$ cat config.mk
export PLATFORM = sky130hd
export DESIGN_NAME = mts_cell
export DESIGN_NICKNAME = d
export VERILOG_FILES = /design/src/rtl/mts_pkg.sv /design/src/rtl/mts_cell.sv
export SDC_FILE = /design/constraint.sdc
export NUM_CORES = 1
export LEC_CHECK = 0
export ABC_CLOCK_PERIOD_IN_PS = 3700
export BUFFER_PORTS_ARGS = -buffer_cell sky130_fd_sc_hd__buf_2
export CAP_MARGIN = 20
export CELL_PAD_IN_SITES_DETAIL_PLACEMENT = 1
export CELL_PAD_IN_SITES_GLOBAL_PLACEMENT = 2
export CORE_ASPECT_RATIO = 0.8
export CORE_UTILIZATION = 26
export CTS_CLUSTER_DIAMETER = 200
export DETAILED_ROUTE_END_ITERATION = 7
export PLACE_DENSITY_LB_ADDON = 0.1
export REMOVE_ABC_BUFFERS = 1
export SYNTH_ARGS = -nofsm -noshare
export SYNTH_HDL_FRONTEND = slang
export SYNTH_SLANG_ARGS = --single-unit
$ cat constraint.sdc
create_clock -name clock -period 3.7 [get_ports clock]
set_input_delay 0.74 -clock clock [delete_from_list [all_inputs] [get_ports clock]]
set_output_delay 0.74 -clock clock [all_outputs]
set_load 0.01 [all_outputs]
$ cat src/rtl/mts_pkg.sv
// Package: shared types and codes for the min-tracking stack.
package mts_pkg;

   localparam int unsigned DATA_W = 32;

   // Operation codes carried on the request channel
   typedef enum logic {
      OP_PUSH = 1'b0,
      OP_POP  = 1'b1
   } mts_op_type;

   // Status codes carried on the response channel
   typedef enum logic [1:0] {
      ST_OK        = 2'd0,
      ST_OVERFLOW  = 2'd1,
      ST_UNDERFLOW = 2'd2
   } mts_status_type;

   // One stack entry: stored value and the running minimum down to the bottom
   typedef struct packed {
      logic signed [DATA_W-1:0] value;
      logic signed [DATA_W-1:0] min;
   } mts_entry_type;

   // Shift control broadcast to every cell of the chain
   typedef struct packed {
      logic push;
      logic pop;
   } mts_shift_type;

endpackage

$ cat src/rtl/mts_cell.sv
// Module: one cell of the stack chain, holding a single entry.
module mts_cell
   import mts_pkg::*;
(
   input  logic          clock,
   input  mts_shift_type shift,
   input  mts_entry_type above_in,
   input  mts_entry_type below_in,
   output mts_entry_type entry
);

   mts_entry_type entry_ff;
   mts_entry_type entry_in;

   // Take the entry above on push, the entry below on pop, else hold
   always_comb begin
      entry_in = entry_ff;
      if (shift.push) begin
         entry_in = above_in;
      end else if (shift.pop) begin
         entry_in = below_in;
      end
   end

   always_ff @(posedge clock) begin
      entry_ff <= entry_in;
   end

   assign entry = entry_ff;

endmodule

Word-level counts from Yosys, hierarchy flattened --
Cells that the tools add are included.
Word-level totals: output and inout port bits 64, word-level logic and storage cells 5, bits in registers 64, input bits 131
Cells by class: muxes and demuxes 2, reduce and logical (&&, ||, !) cells 1
Operators with widths (number):
- two-way mux 64 bit | 2
- nonzero test 2 bit | 1

Depth between registers and ports, before layout --
depth after elaboration 2, gate-level depth with buffers 3, depth with buffers taken out 1

Worst setup path before layout --
Ideal clock, no wire load.
path type input to register, start input port shift[1] in the netlist's numbering, end register entry_ff (netlist bit entry[0]), enable pin, stages 3, arrival time 2489 ps, slack 786 ps, data required time 3274 ps, setup time 426 ps, path buffers 2, cell sequence buf_6 > buf_6 > or2_1
On the way: cells in the longest elaborated chain, start to end 1
Ends and longest elaborated chain:
- start, declared | RTL line mts_cell.sv:6 | input mts_shift_type shift,
- nonzero test 2 bit (no line)
- end signal, assigned | RTL line mts_cell.sv:26 | entry_ff <= entry_in;
- end, declared | RTL line mts_cell.sv:12 | mts_entry_type entry_ff;
Every way passes these cells. A chain may end at the register's enable or synchronous reset.

Final worst setup path --
start input port shift[1] in the netlist's numbering, end register entry_ff (netlist bit entry[29]), enable pin
The elaborated chain is that of the path after synthesis.

==> impl_metrics.yaml <==
synthesis:
  synthFlopType: "edfxtp_1"
  synth_cell_types: 6
  synth.most_common_cell: "edfxtp_1"
  synth_common_cells: "edfxtp_1 (64), mux2_4 (49), mux2_2 (15), buf_6 (6)"
  netlist.area_leader.share_pct: 66.1
  synthCells: 136
  ys_warn_count: 0
  synth.area.top_cells: "edfxtp_1 (66%), mux2_4 (25%), mux2_2 (5.8%)"
  ys_seq_area_share_pct: 66.1
  synthArstFlopShare_pct: 0
  synth_area_per_cell_um2: 21.4
  synth-edff-count: 64
  syn_area_mm2: 0.00291
  synth-seq-cells: 64
  yosys.area.top_type: "edfxtp_1"
clock_network:
  post-cts-setup-buffers: 0
  htreeDepth: 3
  cts-root-buf: "clkbuf_16"
  cts-resized-gates: 0
  cts_hold_buf: 0
  clockBufferDepth: 2
  cts_tree: "built"
  clk_pin_slew_worst_paths_ns: 0.06
  cts_made_buffers: 9
  clock-sinks: 64
die:
  start_util_pct: 26.7
  pin_count: 195
  core_area_mm2: 0.0109
  row_count: 34
  die_height_um: 96.6
  die_x_um: 120
  die-area_mm2: 0.0116
detailed_routing:
  first_pass_iters: 4
  drc: 0
  routedWlPerCell_um: 15.5
  via_per_inst: 4.05
  drt_iter0_drc: 58
  finalWirelength_um: 7520
  ant_nets: 0
  num_vias: 1966
timing:
  hold_violations: 0
  worst_slew_pin_slew_ns: 0.466
  fin_crit_sh_pct: 43.6
  maxSlewHeadroom_pct: 68.9
  slew_viol_final: 0
  finalSetupTns_ns: 0
  rsz0062_at_grt: "no"
  setup_viol: 0
  fmax_ghz: 0.619
  fin_crit_ns: 1.61
layout:
  nNetsFinal: 467
  largest_reg_flops: 64
  syn_to_final_growth_pct: 48.6
  layout-drive-gt1-share_pct: 80.4
  final_util_pct: 39.6
  fill_cells: 1196
place:
  dp_hpwl_um: 5540
  port_buffers: 194
  globalplace.congestion: 0.695
power:
  intPower_mw: 1.58
  p_per_area_mw_per_mm2: 474
  comb_power_share_pct: 15.5
  switching_share_pct: 22.6
  switchingPower_uw: 463
  leakagePower_nw: 2.03
  power.share.sequential_pct: 44.4
  pwr-share-clk_pct: 40.1
  ir_drop_uv: 178
  finalPower_mw: 2.05
hold_path:
  min_from: "above_in[23]"
  holdPathEnd: "entry[23]"
  hp-class: "in -> reg"
  hold_depth: 2
global_routing:
  antenna_found_initial: 1
  grt_pass1_vias: 1992
  track_usage_pct: 13.1
  grt_overflow_total: 0
  grt_max_degree: 65
  grt_pass1_wl_um: 10900
setup_path:
  worstSetupStartpoint: "shift[1]"
  critPathRequiredTime_ns: 3.75
  worstSetupStartpointType: "primary input"
  cpPeakStageDelay_ns: 0.47
  cp.arrival_ns: 1.66
  critical-path-top-delay-family: "simple AND/OR/NAND/NOR gates"
  path_buf_inv: 2
  cpMaxStageDelayCell: "or2_2"
  cp_cell_sequence: "buf_4, or2_2, buf_12"
  crit_cells: 3
  cp-end-kind: "flop"
  crit_type: "in -> reg"
  critPathMaxFanout: 50
flow_run:
  drv_cap: 0
run_status:
  status: "complete, no violations"
[per-stage QoR]
stage / instances / setup WS [ns] / hold slack [ns] / area, um^2
6_report: 486 / 2.09 / 0.712 / 4320
5_1_grt: 485 / 2.05 / 0.697 / 4320
4_1_cts: 485 / 2.07 / 0.698 / 4320
3_5_place_dp: 469 / 1.74 / 1.04 / 4030
3_3_place_gp: 469 / 1.74 / 1.04 / 4030
2_1_floorplan: 129 / 1.10 / 0.957 / 2830
[layout make-up]
| type | count | area [um^2] | area share, % |
|---|---|---|---|
| clock inverters | 6 | 60.1 | 1.39 |
| clock buffers | 10 | 229 | 5.30 |
| flip-flops and latches | 64 | 1920 | 44.5 |
| multi-input cells | 65 | 911 | 21.1 |
| diodes | 1 | 2.50 | 0.0580 |
| well taps | 144 | 180 | 4.17 |
| repair buffers | 196 | 1010 | 23.5 |
[cells in the final DEF, fill, tap and decap left out]
cell	instances
mux2_4	49
clkbuf_16	9
clkinv_1	2
clkinvlp_4	3
buf_4	1
or2_2	1
buf_2	193
buf_12	2
edfxtp_1	64
bufinv_16	1
diode_2	1
mux2_2	15
clkbuf_1	1
[kinds of logic after synthesis]
logic type,Yosys count,synth area share (%)
multiplexers,64,31.1
flip-flops,64,66.1
AND/OR/NAND/NOR,1,0.215
buffers and inverters,7,2.50
[layer usage]
layer  vias to the layer above  global-route usage [%]  wire length, um
met3                         6                    7.34              861
met4                         0                    3.75               56
met2                       108                    20.2             3530
li1                        938                       -                -
met5                         -                       0                0
met1                       914                    15.6             3070
[power groups by stage]
stage                     Combinational [mW]  Clock [mW]  Sequential (mW)
after floorplan                       0.0925           0            0.973
after global placement                 0.321           0            0.921
after detailed placement               0.323           0            0.925
after CTS                              0.324       0.852            0.910
after global routing                   0.345       0.881            0.917
final                                  0.318       0.821            0.909
[worst max-delay path by stage]
stage / end / slack [ns]
finish: entry[29] / 2.09
global route: entry[25] / 2.05
CTS: entry[12] / 2.07
detailed placement: entry[48] / 1.74
global placement: entry[29] / 1.74
floorplan: entry[0] / 1.10
Note: power is estimated with default switching activity, not from simulation.
